$ cat config.mk
export PLATFORM = sky130hd
export DESIGN_NAME = ppu_scroll_register_and_dot_timer_flat
export DESIGN_NICKNAME = d
export VERILOG_FILES = /design/src/ppusdt_pkg.sv /design/src/ppusdt_if.sv /design/src/ppu_scroll_register_and_dot_timer.sv /design/src/ppusdt_oam.sv /design/src/ppusdt_raster.sv /design/src/ppusdt_regs.sv /design/src/flat_wrapper.sv
export VERILOG_INCLUDE_DIRS = /design/src /design/src/src
export SDC_FILE = /design/constraint.sdc
export NUM_CORES = 2
export LEC_CHECK = 0
export ABC_AREA = 1
export BUFFER_PORTS_ARGS = -buffer_cell sky130_fd_sc_hd__buf_2
export CORE_MARGIN = 4
export CORE_UTILIZATION = 30
export DETAILED_ROUTE_END_ITERATION = 10
export GPL_ROUTABILITY_DRIVEN = 0
export PLACE_DENSITY = 0.5
export SYNTH_ARGS = -nofsm -noshare
export SYNTH_HDL_FRONTEND = slang
export SYNTH_HIERARCHICAL = 1
export SYNTH_SLANG_ARGS = --single-unit
$ cat constraint.sdc
create_clock -name clock -period 10.1 [get_ports clock]
set_input_delay 0.505 -clock clock [delete_from_list [all_inputs] [get_ports clock]]
set_output_delay 0.505 -clock clock [all_outputs]
set_load 0.02 [all_outputs]
$ cat src/ppu_scroll_register_and_dot_timer_assert.svh
// Assertion macros for the picture-unit scroll register and dot timer.
`ifndef PPU_SCROLL_REGISTER_AND_DOT_TIMER_ASSERT_SVH
`define PPU_SCROLL_REGISTER_AND_DOT_TIMER_ASSERT_SVH

// Same-cycle implication, disabled during reset.
`define PPUSDT_ASSERT_IMP(label, clk, rst, ante, cons, msg) \
   label: assert property (@(posedge clk) disable iff (rst) (ante) |-> (cons)) \
      else $error(msg);

// Next-cycle implication, disabled during reset.
`define PPUSDT_ASSERT_NEXT(label, clk, rst, ante, cons, msg) \
   label: assert property (@(posedge clk) disable iff (rst) (ante) |=> (cons)) \
      else $error(msg);

`endif

$ cat src/ppusdt_pkg.sv
// Types and constants shared by the scroll register and dot timer modules.
`default_nettype none

package ppusdt_pkg;

   // Request codes.
   typedef logic [1:0] req_code_type;
   localparam req_code_type REQ_WRITE = 2'd0;
   localparam req_code_type REQ_READ  = 2'd1;
   localparam req_code_type REQ_TICK  = 2'd2;

   // Data-port access codes.
   typedef logic [1:0] vram_code_type;
   localparam vram_code_type VRAM_NONE  = 2'd0;
   localparam vram_code_type VRAM_READ  = 2'd1;
   localparam vram_code_type VRAM_WRITE = 2'd2;

   // Register indexes.
   typedef logic [2:0] reg_code_type;
   localparam reg_code_type REG_CTRL     = 3'd0;
   localparam reg_code_type REG_MASK     = 3'd1;
   localparam reg_code_type REG_STATUS   = 3'd2;
   localparam reg_code_type REG_OAM_ADDR = 3'd3;
   localparam reg_code_type REG_OAM_DATA = 3'd4;
   localparam reg_code_type REG_SCROLL   = 3'd5;
   localparam reg_code_type REG_ADDR     = 3'd6;
   localparam reg_code_type REG_DATA     = 3'd7;

   // Raster geometry.
   localparam logic [9:0] DOTS_PER_LINE   = 10'd341;
   localparam logic [9:0] LINES_PER_FRAME = 10'd262;
   localparam logic [8:0] VISIBLE_LINES   = 9'd240;
   localparam logic [8:0] VBLANK_LINE     = 9'd241;
   localparam logic [8:0] PRERENDER_LINE  = 9'd261;
   localparam logic [8:0] DOT_VERT_STEP   = 9'd256;
   localparam logic [8:0] DOT_HORIZ_COPY  = 9'd257;
   localparam logic [8:0] DOT_VCOPY_FIRST = 9'd280;
   localparam logic [8:0] DOT_VCOPY_LAST  = 9'd304;

   // Scroll address fields.
   localparam logic [14:0] HORIZ_BITS     = 15'h041F;
   localparam logic [14:0] VERT_BITS      = 15'h7BE0;
   localparam logic [14:0] ADDR_HI_KEEP   = 15'h7F00;
   localparam logic [14:0] ADDR_LO_KEEP   = 15'h00FF;
   localparam logic [4:0]  COARSE_Y_WRAP  = 5'd29;
   localparam logic [4:0]  COARSE_Y_MAX   = 5'd31;
   localparam logic [2:0]  FINE_Y_MAX     = 3'd7;
   localparam logic [14:0] ADDR_STEP_ROW  = 15'd32;
   localparam logic [14:0] ADDR_STEP_ONE  = 15'h0001;

   typedef struct packed {
      logic [8:0] dot;
      logic [8:0] line;
      logic [8:0] dot_next;
      logic [8:0] line_next;
      logic       vblank_entry;
      logic       prerender_entry;
   } raster_type;

   typedef struct packed {
      logic [7:0]    bus_rdata;
      vram_code_type vram_access;
      logic [13:0]   vram_addr;
      logic [7:0]    vram_wdata;
      logic          nmi_pulse;
      logic          frame_done;
      logic [14:0]   scroll_addr;
      logic [2:0]    scroll_fine_x;
      logic [8:0]    dot_now;
      logic [8:0]    line_now;
   } rsp_data_type;

endpackage

`default_nettype wire

$ cat src/ppusdt_if.sv
// Request and result channel interfaces with valid/ready handshake.
`default_nettype none

interface ppusdt_req_if;
   logic       valid;
   logic       ready;
   logic [1:0] req_type;
   logic [2:0] reg_index;
   logic [7:0] bus_wdata;
   logic       sprite_hit_in;

   modport source (output valid, req_type, reg_index, bus_wdata, sprite_hit_in,
                   input ready);
   modport sink (input valid, req_type, reg_index, bus_wdata, sprite_hit_in,
                 output ready);
endinterface

interface ppusdt_rsp_if;
   logic        valid;
   logic        ready;
   logic [7:0]  bus_rdata;
   logic [1:0]  vram_access;
   logic [13:0] vram_addr;
   logic [7:0]  vram_wdata;
   logic        nmi_pulse;
   logic        frame_done;
   logic [14:0] scroll_addr;
   logic [2:0]  scroll_fine_x;
   logic [8:0]  dot_now;
   logic [8:0]  line_now;

   modport source (output valid, bus_rdata, vram_access, vram_addr, vram_wdata,
                   nmi_pulse, frame_done, scroll_addr, scroll_fine_x, dot_now,
                   line_now, input ready);
   modport sink (input valid, bus_rdata, vram_access, vram_addr, vram_wdata,
                 nmi_pulse, frame_done, scroll_addr, scroll_fine_x, dot_now,
                 line_now, output ready);
endinterface

`default_nettype wire

$ cat src/ppu_scroll_register_and_dot_timer.sv
// Top level of the picture-unit scroll register file and dot timer.
`default_nettype none
`include "ppu_scroll_register_and_dot_timer_assert.svh"

// The block takes one item per clock while the result register is free: a
// CPU register write, a CPU register read or one dot tick of the picture
// clock. Each accepted item gives exactly one result item, in the cycle after
// it is accepted, from the result register; a new item is accepted in every
// cycle in which the result register is empty or its item is being taken, so
// a steady stream of ticks runs at one item per cycle while results are taken.
// All register updates, scroll address arithmetic and the raster counter step
// for an item happen in the single cycle in which it is accepted. The sprite
// attribute memory is a synchronous memory whose read data are prepared ahead,
// at the address the OAM pointer will hold once the current item is done, so
// an OAM data read needs no wait. Its entries carry valid bits that reset
// clears all together, so there is no clearing pass after reset. The result
// carries the current scroll address, fine X, dot and scanline as they stand
// after the item, plus register read data, the data-port address for register 7
// accesses with the data for writes, and the vblank and NMI indications on
// the tick entering scanline 241. Nothing is accepted while reset is high.
module ppu_scroll_register_and_dot_timer
   import ppusdt_pkg::*;
#(
   parameter int SPRITE_MEM_DEPTH = 256
) (
   input  wire logic     clock,
   input  wire logic     reset,
   ppusdt_req_if.sink    req_chan,
   ppusdt_rsp_if.source  rsp_chan
);

   logic         accept;
   logic         tick;
   raster_type   raster;
   rsp_data_type result;
   rsp_data_type rsp_ff;
   logic         rsp_valid_ff, rsp_valid_in;
   logic [7:0]   oam_rdata;
   logic         oam_wr_en;
   logic [7:0]   oam_ptr;
   logic [7:0]   oam_rd_ptr;

   // The result register is free when empty or when its item leaves now.
   assign req_chan.ready = !reset && (!rsp_valid_ff || rsp_chan.ready);
   assign accept         = req_chan.valid && req_chan.ready;
   assign tick           = accept && (req_chan.req_type == REQ_TICK);

   ppusdt_raster u_raster (
      .clock  (clock),
      .reset  (reset),
      .tick   (tick),
      .raster (raster)
   );

   ppusdt_regs u_regs (
      .clock         (clock),
      .reset         (reset),
      .accept        (accept),
      .req_type      (req_chan.req_type),
      .reg_index     (req_chan.reg_index),
      .bus_wdata     (req_chan.bus_wdata),
      .sprite_hit_in (req_chan.sprite_hit_in),
      .raster        (raster),
      .oam_rdata     (oam_rdata),
      .oam_wr_en     (oam_wr_en),
      .oam_ptr       (oam_ptr),
      .oam_rd_ptr    (oam_rd_ptr),
      .result        (result)
   );

   ppusdt_oam #(
      .DEPTH (SPRITE_MEM_DEPTH)
   ) u_oam (
      .clock   (clock),
      .reset   (reset),
      .wr_en   (oam_wr_en),
      .wr_ptr  (oam_ptr),
      .wr_data (req_chan.bus_wdata),
      .rd_ptr  (oam_rd_ptr),
      .rd_data (oam_rdata)
   );

   // Result register: loaded on every accepted item, emptied when taken.
   always_comb begin
      rsp_valid_in = rsp_valid_ff;
      if (accept) begin
         rsp_valid_in = 1'b1;
      end else if (rsp_chan.ready) begin
         rsp_valid_in = 1'b0;
      end
   end

   always_ff @(posedge clock) begin
      if (reset) begin
         rsp_valid_ff <= 1'b0;
      end else begin
         rsp_valid_ff <= rsp_valid_in;
      end
   end

   always_ff @(posedge clock) begin
      if (accept) begin
         rsp_ff <= result;
      end
   end

   assign rsp_chan.valid         = rsp_valid_ff;
   assign rsp_chan.bus_rdata     = rsp_ff.bus_rdata;
   assign rsp_chan.vram_access   = rsp_ff.vram_access;
   assign rsp_chan.vram_addr     = rsp_ff.vram_addr;
   assign rsp_chan.vram_wdata    = rsp_ff.vram_wdata;
   assign rsp_chan.nmi_pulse     = rsp_ff.nmi_pulse;
   assign rsp_chan.frame_done    = rsp_ff.frame_done;
   assign rsp_chan.scroll_addr   = rsp_ff.scroll_addr;
   assign rsp_chan.scroll_fine_x = rsp_ff.scroll_fine_x;
   assign rsp_chan.dot_now       = rsp_ff.dot_now;
   assign rsp_chan.line_now      = rsp_ff.line_now;

   // An NMI is only ever raised together with the start of vblank.
   `PPUSDT_ASSERT_IMP(a_nmi_with_frame, clock, reset, rsp_valid_ff && rsp_ff.nmi_pulse, rsp_ff.frame_done, "nmi pulse without frame done")

   // Vblank start is reported only at the first dot of the vblank line.
   `PPUSDT_ASSERT_IMP(a_frame_position, clock, reset, rsp_valid_ff && rsp_ff.frame_done, (rsp_ff.line_now == VBLANK_LINE) && (rsp_ff.dot_now == 9'd0), "frame done away from vblank start")

   // Every accepted item shows up in the result register on the next cycle.
   `PPUSDT_ASSERT_NEXT(a_accept_to_result, clock, reset, accept, rsp_valid_ff, "accepted item missing from result register")

endmodule

`default_nettype wire

$ cat src/ppusdt_oam.sv
// Sprite attribute memory with per-entry valid bits and registered read.
`default_nettype none

module ppusdt_oam
   import ppusdt_pkg::*;
#(
   parameter int DEPTH = 256
) (
   input  wire logic       clock,
   input  wire logic       reset,
   input  wire logic       wr_en,
   input  wire logic [7:0] wr_ptr,
   input  wire logic [7:0] wr_data,
   input  wire logic [7:0] rd_ptr,
   output logic      [7:0] rd_data
);

   localparam int AW = $clog2(DEPTH);

   logic [7:0]       mem_ff [DEPTH];
   logic [DEPTH-1:0] valid_ff;
   logic [7:0]       rd_data_ff;
   logic             rd_valid_ff;

   always_ff @(posedge clock) begin
      if (wr_en) begin
         mem_ff[wr_ptr[AW-1:0]] <= wr_data;
      end
      rd_data_ff <= mem_ff[rd_ptr[AW-1:0]];
   end

   // Entries never written since reset read as zero.
   always_ff @(posedge clock) begin
      if (reset) begin
         valid_ff    <= '0;
         rd_valid_ff <= 1'b0;
      end else begin
         if (wr_en) begin
            valid_ff[wr_ptr[AW-1:0]] <= 1'b1;
         end
         rd_valid_ff <= valid_ff[rd_ptr[AW-1:0]];
      end
   end

   assign rd_data = rd_valid_ff ? rd_data_ff : 8'd0;

endmodule

`default_nettype wire

$ cat src/ppusdt_raster.sv
// Dot and scanline counters with vblank and pre-render entry events.
`default_nettype none

module ppusdt_raster
   import ppusdt_pkg::*;
(
   input  wire logic clock,
   input  wire logic reset,
   input  wire logic tick,
   output raster_type raster
);

   logic [8:0] dot_ff;
   logic [8:0] line_ff;
   logic [9:0] dot_inc;
   logic [9:0] line_inc;
   logic       wrap;

   always_comb begin
      dot_inc  = {1'b0, dot_ff} + 10'd1;
      line_inc = {1'b0, line_ff} + 10'd1;
      wrap     = (dot_inc >= DOTS_PER_LINE);

      raster.dot             = dot_ff;
      raster.line            = line_ff;
      raster.dot_next        = wrap ? 9'd0 : dot_inc[8:0];
      raster.line_next       = line_ff;
      raster.vblank_entry    = wrap && (line_inc == {1'b0, VBLANK_LINE});
      raster.prerender_entry = wrap && (line_inc == {1'b0, PRERENDER_LINE});
      if (wrap) begin
         raster.line_next = (line_inc >= LINES_PER_FRAME) ? 9'd0 : line_inc[8:0];
      end
   end

   always_ff @(posedge clock) begin
      if (reset) begin
         dot_ff  <= '0;
         line_ff <= '0;
      end else if (tick) begin
         dot_ff  <= raster.dot_next;
         line_ff <= raster.line_next;
      end
   end

endmodule

`default_nettype wire

$ cat src/ppusdt_regs.sv
// CPU-visible registers, loopy scroll addresses and per-item result logic.
`default_nettype none

module ppusdt_regs
   import ppusdt_pkg::*;
(
   input  wire logic       clock,
   input  wire logic       reset,
   input  wire logic       accept,
   input  wire logic [1:0] req_type,
   input  wire logic [2:0] reg_index,
   input  wire logic [7:0] bus_wdata,
   input  wire logic       sprite_hit_in,
   input  wire raster_type raster,
   input  wire logic [7:0] oam_rdata,
   output logic            oam_wr_en,
   output logic      [7:0] oam_ptr,
   output logic      [7:0] oam_rd_ptr,
   output rsp_data_type    result
);

   logic [7:0]  ctrl_ff,   ctrl_in;
   logic [7:0]  mask_ff,   mask_in;
   logic        vblank_ff, vblank_in;
   logic        hit_ff,    hit_in;
   logic [14:0] temp_ff,   temp_in;
   logic [14:0] cur_ff,    cur_in;
   logic [2:0]  finex_ff,  finex_in;
   logic        toggle_ff, toggle_in;
   logic [7:0]  ptr_ff,    ptr_in;
   logic [14:0] cur_bumped;
   logic [14:0] cur_vstep;
   logic        rendering;
   logic        tick;

   function automatic logic [14:0] step_vertical(input logic [14:0] v);
      logic [14:0] r;
      logic [4:0]  y;
      r = v;
      y = v[9:5];
      if (v[14:12] != FINE_Y_MAX) begin
         r[14:12] = v[14:12] + 3'd1;
      end else begin
         r[14:12] = 3'd0;
         if (y == COARSE_Y_WRAP) begin
            r[9:5] = 5'd0;
            r[11]  = ~v[11];
         end else if (y == COARSE_Y_MAX) begin
            r[9:5] = 5'd0;
         end else begin
            r[9:5] = y + 5'd1;
         end
      end
      return r;
   endfunction

   always_comb begin
      cur_bumped = cur_ff + (ctrl_ff[2] ? ADDR_STEP_ROW : ADDR_STEP_ONE);
      cur_vstep  = step_vertical(cur_ff);
      rendering  = (mask_ff[3] || mask_ff[4]) &&
                   ((raster.line < VISIBLE_LINES) || (raster.line == PRERENDER_LINE));
      tick       = accept && (req_type == REQ_TICK);

      ctrl_in   = ctrl_ff;
      mask_in   = mask_ff;
      vblank_in = vblank_ff;
      hit_in    = hit_ff;
      temp_in   = temp_ff;
      cur_in    = cur_ff;
      finex_in  = finex_ff;
      toggle_in = toggle_ff;
      ptr_in    = ptr_ff;
      oam_wr_en = 1'b0;
      result    = '0;

      if (accept) begin
         unique case (req_type)
            REQ_WRITE: begin
               unique case (reg_index)
                  REG_CTRL: begin
                     ctrl_in        = bus_wdata;
                     temp_in[11:10] = bus_wdata[1:0];
                  end
                  REG_MASK: begin
                     mask_in = bus_wdata;
                  end
                  REG_OAM_ADDR: begin
                     ptr_in = bus_wdata;
                  end
                  REG_OAM_DATA: begin
                     oam_wr_en = 1'b1;
                     ptr_in    = ptr_ff + 8'd1;
                  end
                  REG_SCROLL: begin
                     if (toggle_ff) begin
                        temp_in[14:12] = bus_wdata[2:0];
                        temp_in[9:5]   = bus_wdata[7:3];
                     end else begin
                        finex_in     = bus_wdata[2:0];
                        temp_in[4:0] = bus_wdata[7:3];
                     end
                     toggle_in = ~toggle_ff;
                  end
                  REG_ADDR: begin
                     if (toggle_ff) begin
                        temp_in = (temp_ff & ADDR_HI_KEEP) | {7'd0, bus_wdata};
                        cur_in  = temp_in;
                     end else begin
                        temp_in = (temp_ff & ADDR_LO_KEEP) | {1'b0, bus_wdata[5:0], 8'd0};
                     end
                     toggle_in = ~toggle_ff;
                  end
                  REG_DATA: begin
                     result.vram_access = VRAM_WRITE;
                     result.vram_addr   = cur_ff[13:0];
                     result.vram_wdata  = bus_wdata;
                     cur_in             = cur_bumped;
                  end
                  default: begin
                  end
               endcase
            end
            REQ_READ: begin
               unique case (reg_index)
                  REG_STATUS: begin
                     result.bus_rdata = {vblank_ff, hit_ff, 6'd0};
                     vblank_in        = 1'b0;
                     toggle_in        = 1'b0;
                  end
                  REG_OAM_DATA: begin
                     result.bus_rdata = oam_rdata;
                  end
                  REG_DATA: begin
                     result.vram_access = VRAM_READ;
                     result.vram_addr   = cur_ff[13:0];
                     cur_in             = cur_bumped;
                  end
                  default: begin
                  end
               endcase
            end
            REQ_TICK: begin
               if (sprite_hit_in) begin
                  hit_in = 1'b1;
               end
               if (rendering) begin
                  if (raster.dot == DOT_VERT_STEP) begin
                     cur_in = cur_vstep;
                  end else if (raster.dot == DOT_HORIZ_COPY) begin
                     cur_in = (cur_ff & ~HORIZ_BITS) | (temp_ff & HORIZ_BITS);
                  end else if ((raster.line == PRERENDER_LINE) &&
                               (raster.dot >= DOT_VCOPY_FIRST) &&
                               (raster.dot <= DOT_VCOPY_LAST)) begin
                     cur_in = (cur_ff & ~VERT_BITS) | (temp_ff & VERT_BITS);
                  end
               end
               if (raster.vblank_entry) begin
                  vblank_in         = 1'b1;
                  result.frame_done = 1'b1;
                  result.nmi_pulse  = ctrl_ff[7];
               end else if (raster.prerender_entry) begin
                  vblank_in = 1'b0;
                  hit_in    = 1'b0;
               end
            end
            default: begin
            end
         endcase
      end

      result.scroll_addr   = cur_in;
      result.scroll_fine_x = finex_in;
      result.dot_now       = tick ? raster.dot_next : raster.dot;
      result.line_now      = tick ? raster.line_next : raster.line;
   end

   always_ff @(posedge clock) begin
      if (reset) begin
         ctrl_ff   <= '0;
         mask_ff   <= '0;
         vblank_ff <= 1'b0;
         hit_ff    <= 1'b0;
         temp_ff   <= '0;
         cur_ff    <= '0;
         finex_ff  <= '0;
         toggle_ff <= 1'b0;
         ptr_ff    <= '0;
      end else begin
         ctrl_ff   <= ctrl_in;
         mask_ff   <= mask_in;
         vblank_ff <= vblank_in;
         hit_ff    <= hit_in;
         temp_ff   <= temp_in;
         cur_ff    <= cur_in;
         finex_ff  <= finex_in;
         toggle_ff <= toggle_in;
         ptr_ff    <= ptr_in;
      end
   end

   assign oam_ptr    = ptr_ff;
   assign oam_rd_ptr = ptr_in;

endmodule

`default_nettype wire
$ cat src/flat_wrapper.sv
// flat-port wrapper written by rule: the top's interface ports become plain ports
module ppu_scroll_register_and_dot_timer_flat import ppusdt_pkg::*;
#(
   parameter int SPRITE_MEM_DEPTH = 256
)
  (clock, reset, req_chan_valid, req_chan_req_type, req_chan_reg_index, req_chan_bus_wdata, req_chan_sprite_hit_in, req_chan_ready, rsp_chan_valid, rsp_chan_bus_rdata, rsp_chan_vram_access, rsp_chan_vram_addr, rsp_chan_vram_wdata, rsp_chan_nmi_pulse, rsp_chan_frame_done, rsp_chan_scroll_addr, rsp_chan_scroll_fine_x, rsp_chan_dot_now, rsp_chan_line_now, rsp_chan_ready);
  ppusdt_req_if req_chan_i ();
  ppusdt_rsp_if rsp_chan_i ();
  input  wire logic clock;
  input  wire logic reset;
  input wire logic [$bits(req_chan_i.valid)-1:0] req_chan_valid;
  input wire logic [$bits(req_chan_i.req_type)-1:0] req_chan_req_type;
  input wire logic [$bits(req_chan_i.reg_index)-1:0] req_chan_reg_index;
  input wire logic [$bits(req_chan_i.bus_wdata)-1:0] req_chan_bus_wdata;
  input wire logic [$bits(req_chan_i.sprite_hit_in)-1:0] req_chan_sprite_hit_in;
  output wire logic [$bits(req_chan_i.ready)-1:0] req_chan_ready;
  output wire logic [$bits(rsp_chan_i.valid)-1:0] rsp_chan_valid;
  output wire logic [$bits(rsp_chan_i.bus_rdata)-1:0] rsp_chan_bus_rdata;
  output wire logic [$bits(rsp_chan_i.vram_access)-1:0] rsp_chan_vram_access;
  output wire logic [$bits(rsp_chan_i.vram_addr)-1:0] rsp_chan_vram_addr;
  output wire logic [$bits(rsp_chan_i.vram_wdata)-1:0] rsp_chan_vram_wdata;
  output wire logic [$bits(rsp_chan_i.nmi_pulse)-1:0] rsp_chan_nmi_pulse;
  output wire logic [$bits(rsp_chan_i.frame_done)-1:0] rsp_chan_frame_done;
  output wire logic [$bits(rsp_chan_i.scroll_addr)-1:0] rsp_chan_scroll_addr;
  output wire logic [$bits(rsp_chan_i.scroll_fine_x)-1:0] rsp_chan_scroll_fine_x;
  output wire logic [$bits(rsp_chan_i.dot_now)-1:0] rsp_chan_dot_now;
  output wire logic [$bits(rsp_chan_i.line_now)-1:0] rsp_chan_line_now;
  input wire logic [$bits(rsp_chan_i.ready)-1:0] rsp_chan_ready;
  assign req_chan_i.valid = req_chan_valid;
  assign req_chan_i.req_type = req_chan_req_type;
  assign req_chan_i.reg_index = req_chan_reg_index;
  assign req_chan_i.bus_wdata = req_chan_bus_wdata;
  assign req_chan_i.sprite_hit_in = req_chan_sprite_hit_in;
  assign req_chan_ready = req_chan_i.ready;
  assign rsp_chan_valid = rsp_chan_i.valid;
  assign rsp_chan_bus_rdata = rsp_chan_i.bus_rdata;
  assign rsp_chan_vram_access = rsp_chan_i.vram_access;
  assign rsp_chan_vram_addr = rsp_chan_i.vram_addr;
  assign rsp_chan_vram_wdata = rsp_chan_i.vram_wdata;
  assign rsp_chan_nmi_pulse = rsp_chan_i.nmi_pulse;
  assign rsp_chan_frame_done = rsp_chan_i.frame_done;
  assign rsp_chan_scroll_addr = rsp_chan_i.scroll_addr;
  assign rsp_chan_scroll_fine_x = rsp_chan_i.scroll_fine_x;
  assign rsp_chan_dot_now = rsp_chan_i.dot_now;
  assign rsp_chan_line_now = rsp_chan_i.line_now;
  assign rsp_chan_i.ready = rsp_chan_ready;
  ppu_scroll_register_and_dot_timer #(.SPRITE_MEM_DEPTH(SPRITE_MEM_DEPTH)) u_core (.clock(clock), .reset(reset), .req_chan(req_chan_i), .rsp_chan(rsp_chan_i));
endmodule
==> run_summary.xml <==
<?xml version="1.0" encoding="UTF-8"?>
<metrics>
  <group name="status">
    <metric name="outcome" unit="">complete, no violations</metric>
  </group>
  <group name="yosys">
    <metric name="syn-cell-area" unit="sq mm">0.1021</metric>
    <metric name="synth_cells" unit="">9511</metric>
    <metric name="yosys_register_bits" unit="">2450</metric>
    <metric name="post_synthesis_sequential_area_ratio" unit="">0.6878</metric>
    <metric name="syn_avg_cell_area" unit="sq um">10.74</metric>
    <metric name="number_of_flops_mapped_to_enable_cells_by_yosys" unit="">2118</metric>
    <metric name="synth.distinct_cells" unit="">54</metric>
    <metric name="synth-async-reset-ratio" unit="">0</metric>
    <metric name="synth_fp_nets" unit="">9543</metric>
    <metric name="synthFlopType" unit="">sky130_fd_sc_hd__edfxtp_1</metric>
    <metric name="synthesis.yosys.warnings" unit="">6</metric>
  </group>
  <group name="setup_path">
    <metric name="timing.critical_path.from_type" unit="">flip-flop</metric>
    <metric name="cp_cell_sequence" unit="">nand2_1, nand3_2, inv_2, buf_4, nand2_4, nor2_4, inv_4, nor2_4, nor2_4, nand2_1, nand3_4, inv_16, buf_4, nand2_1, nand3_1, nand3_1, nand3_1, nand3_1, nand3_1, nand3_1, nand2_1, nand2_1, nand2_1</metric>
    <metric name="r2r-start" unit="">u_core/rsp_chan.valid</metric>
    <metric name="timing.critical_path.arrival" unit="ns">8.04</metric>
    <metric name="slowest_stage" unit="">sky130_fd_sc_hd__buf_4</metric>
    <metric name="cp_slowest_stage_delay" unit="ns">0.91</metric>
    <metric name="crit_path_required_time" unit="ns">10.95</metric>
    <metric name="critical_path_class" unit="">reg2reg</metric>
    <metric name="startpoint" unit="">u_core/rsp_chan.valid</metric>
    <metric name="crit_path_end_kind" unit="">flip-flop</metric>
    <metric name="r2r_setup_slack" unit="ns">2.91</metric>
    <metric name="crit_path_max_fanout" unit="">157</metric>
  </group>
  <group name="detailed_routing">
    <metric name="avgRoutedWirePerCell" unit="microns">22.35</metric>
    <metric name="final_antenna_net_count" unit="">0</metric>
    <metric name="aggregate_routed_wire_length" unit="microns">315100</metric>
    <metric name="drt_first_pass_iters" unit="">8</metric>
    <metric name="drt_first_iter_violations" unit="">7360</metric>
    <metric name="detail_route.vias_per_cell" unit="">5.045</metric>
    <metric name="vias_post_dr" unit="">71140</metric>
    <metric name="drc" unit="">0</metric>
  </group>
  <group name="timing">
    <metric name="max_slew_margin" unit="">0.1479</metric>
    <metric name="max_freq" unit="MHz">139.1</metric>
    <metric name="timing_worst_slew_pin_value" unit="ns">1.273</metric>
    <metric name="part_of_the_cycle_the_worst_path_needs" unit="">0.7117</metric>
    <metric name="final.setup.worst_slack" unit="ns">2.912</metric>
    <metric name="rsz0062_at_grt" unit="">no</metric>
    <metric name="timing.final.crit_period" unit="ns">7.188</metric>
    <metric name="final-hold-violation-count" unit="">0</metric>
    <metric name="timing.final.setup_violations" unit="">0</metric>
    <metric name="totalNegativeSetupSlack" unit="ns">0</metric>
    <metric name="timing.clock.skew" unit="ns">0.07327</metric>
    <metric name="slew_viol_final" unit="">0</metric>
    <metric name="hold-worst-slack" unit="ns">0.06993</metric>
  </group>
  <group name="power_and_ir_drop">
    <metric name="internal_power" unit="mW">16.41</metric>
    <metric name="power.clock.fraction" unit="">0.443</metric>
    <metric name="totalPowerFinal" unit="mW">20.76</metric>
    <metric name="power_per_cell_area" unit="mW/mm^2">182.3</metric>
    <metric name="part_of_the_power_in_combinational_logic" unit="">0.027</metric>
    <metric name="netSwitchingPower" unit="mW">4.357</metric>
    <metric name="power.ir.vdd_worst" unit="mV">0.1536</metric>
    <metric name="total_leakage_power" unit="nW">39.14</metric>
    <metric name="sequentialPowerShare" unit="">0.530</metric>
    <metric name="sw_frac_of_total" unit="">0.2098</metric>
  </group>
  <group name="flow_run">
    <metric name="cap_violations" unit="">0</metric>
  </group>
  <group name="clocking">
    <metric name="clk_transition_reported_paths" unit="ns">0.06</metric>
    <metric name="cts-root-to-sink-buffers" unit="">4</metric>
    <metric name="tritoncts_num_sinks" unit="">2450</metric>
    <metric name="cts_buffers" unit="">249</metric>
    <metric name="worstSkewPairLatency" unit="ns">0.93</metric>
    <metric name="cts_hold_repair.buffers" unit="">10</metric>
    <metric name="root_buffer" unit="">sky130_fd_sc_hd__clkbuf_16</metric>
    <metric name="h-tree-depth" unit="">4</metric>
    <metric name="tritoncts" unit="">yes</metric>
    <metric name="postCtsResizedCells" unit="">0</metric>
    <metric name="post_cts_setup_buffers" unit="">0</metric>
  </group>
  <group name="layout">
    <metric name="instances_no_fill" unit="">14100</metric>
    <metric name="finalNetCount" unit="">9401</metric>
    <metric name="synthToLayoutAreaGrowth" unit="%">11.53</metric>
    <metric name="layout.cells.most_common_list" unit="">sky130_fd_sc_hd__nand2_1 (2572), sky130_fd_sc_hd__nand3_1 (2283), sky130_fd_sc_hd__edfxtp_1 (2118)</metric>
    <metric name="final_common_cell" unit="">sky130_fd_sc_hd__nand2_1</metric>
    <metric name="drive_above_1_share" unit="">0.06484</metric>
  </group>
  <group name="global_routing">
    <metric name="globalRoute.totalOverflow" unit="">0</metric>
    <metric name="grt_max_degree" unit="">201</metric>
    <metric name="grt_usage" unit="">0.1746</metric>
    <metric name="via_count_of_the_first_global_routing_pass" unit="">67500</metric>
    <metric name="global_route_wire_length_before_repair" unit="microns">464800</metric>
    <metric name="grt_antenna_before_repair" unit="">10</metric>
  </group>
  <group name="floorplanning">
    <metric name="fp.dieArea" unit="sq mm">0.3498</metric>
    <metric name="initial_standard_cell_utilization_of_the_core" unit="">0.3022</metric>
    <metric name="design.core.area" unit="sq mm">0.3379</metric>
    <metric name="ioPinCount" unit="">90</metric>
    <metric name="die_w" unit="microns">591.5</metric>
    <metric name="placement_rows" unit="">213</metric>
    <metric name="die_h" unit="microns">591.5</metric>
  </group>
  <group name="placement">
    <metric name="placed_cells" unit="">13620</metric>
    <metric name="detailedPlacementHpwl" unit="microns">176000</metric>
    <metric name="preCtsSetupSlack" unit="ns">2.470</metric>
    <metric name="port_buffers" unit="">89</metric>
  </group>
  <group name="hold_path">
    <metric name="hold_class" unit="">in2reg</metric>
    <metric name="worstHoldStart" unit="">req_chan_reg_index[1]</metric>
  </group>
</metrics>
## cells by family after synthesis
group / Yosys count / share of synthesized area
xor gates and xnor gates: 9 / 0.0009556
AOI/OAI and AO/OA: 272 / 0.01482
buffers and inverters: 862 / 0.04598
DFF: 2450 / 0.6878
and+or+nand+nor: 5904 / 0.2487
adders and majority gates: 14 / 0.001715
## cell usage after synthesis, types with 8 or more instances
cell type                  number  area share
sky130_fd_sc_hd__a21oi_1       92      0.0045
sky130_fd_sc_hd__a31oi_1       12     0.00074
sky130_fd_sc_hd__buf_1         49      0.0018
sky130_fd_sc_hd__buf_2        271       0.013
sky130_fd_sc_hd__buf_4         51      0.0037
sky130_fd_sc_hd__buf_6        110       0.012
sky130_fd_sc_hd__clkbuf_1     102      0.0037
sky130_fd_sc_hd__dfxtp_1      332       0.065
sky130_fd_sc_hd__edfxtp_1    2118        0.62
sky130_fd_sc_hd__ha_1          14      0.0017
sky130_fd_sc_hd__inv_1        250      0.0092
sky130_fd_sc_hd__inv_2         12     0.00044
sky130_fd_sc_hd__nand2_1     2573       0.095
sky130_fd_sc_hd__nand3_1     2284        0.11
sky130_fd_sc_hd__nand3_2       11      0.0011
sky130_fd_sc_hd__nand4_1       13     0.00080
sky130_fd_sc_hd__nor2_1       953       0.035
sky130_fd_sc_hd__nor2_2         9     0.00055
sky130_fd_sc_hd__nor2_4        12      0.0013
sky130_fd_sc_hd__nor3_1        23      0.0011
sky130_fd_sc_hd__o21ai_0      109      0.0053
sky130_fd_sc_hd__o21ai_1        8     0.00039
sky130_fd_sc_hd__o22ai_1       17      0.0010
sky130_fd_sc_hd__xor2_1         8     0.00069
## worst paths after layout
kind,end,cells after the start
worst max register to register,u_core/u_oam/rd_data_ff[5],23
worst max-delay path,u_core/u_oam/rd_data_ff[5],23
worst min-delay path,u_core/u_regs/mask_ff[3],3
worst min register to register,u_core/u_oam/valid_ff[97],2
## per-stage QoR
| stage | cell area (sq um) | utilization |
|---|---|---|
| 4_1_cts | 113900 | 0.3370 |
| 3_5_place_dp | 105800 | 0.3130 |
| 2_1_floorplan | 102100 | - |
| 3_3_place_gp | 105800 | 0.3130 |
| 6_report | 113900 | 0.3371 |
| 5_1_grt | 113900 | 0.3370 |
## power groups by stage
| stage | logic (mW) | registers [mW] | clock network, mW |
|---|---|---|---|
| 6_report | 0.556 | 11.0 | 9.20 |
| 5_1_grt | 0.602 | 11.0 | 9.82 |
| 4_1_cts | 0.560 | 11.0 | 9.41 |
| 3_5_place_dp | 0.555 | 11.2 | 0 |
| 3_3_place_gp | 0.550 | 11.2 | 0 |
| 2_1_floorplan | 0.238 | 11.2 | 0 |
## worst max-delay path: cells and delay by family (launching register included)
family	cells	cell delay, ns
AND/OR/NAND/NOR	18	3.85
flip-flops	1	0.33
buffers and inverters	5	2.54
## sequential cells by signal (all words and copies together) (netlist names), 2 cells and up
signal                         flops
u_core/u_oam/mem_ff             2048
u_core/u_oam/valid_ff            256
u_core/rsp_chan.scroll_addr       15
u_core/u_regs/cur_ff              15
u_core/u_regs/temp_ff             15
u_core/rsp_chan.vram_addr         14
u_core/rsp_chan.dot_now            9
u_core/rsp_chan.line_now           9
u_core/u_raster/dot_ff             9
u_core/u_raster/line_ff            9
u_core/rsp_chan.bus_rdata          8
u_core/rsp_chan.vram_wdata         8
u_core/u_oam/rd_data_ff            8
u_core/u_regs/oam_ptr              8
u_core/rsp_chan.scroll_fine_x      3
u_core/u_regs/finex_ff             3
u_core/rsp_chan.vram_access        2
u_core/u_regs/ctrl_ff              2
u_core/u_regs/mask_ff              2
## metal layers
layer  part of all wire  vias up  global-route usage
li1                   -    32630                   -
met1               0.43    35340              0.2421
met2               0.46     2687              0.2790
met3              0.073      478             0.02536
met4              0.035        2             0.06178
met5           0.000041        -                   0
## area by class of cell
class                           instances  area (sq um)
Fill cell                           33900        224000
Sequential cell                      2450         70250
Multi-Input combinational cell       6199         27260
Clock buffer                          347          6832
Tap cell                             4515          5649
Timing Repair Buffer                  197          1634
Clock inverter                        113          1199
Inverter                              272          1066
Antenna cell                            8         20.02
Note: power is estimated with default switching activity, not from simulation.
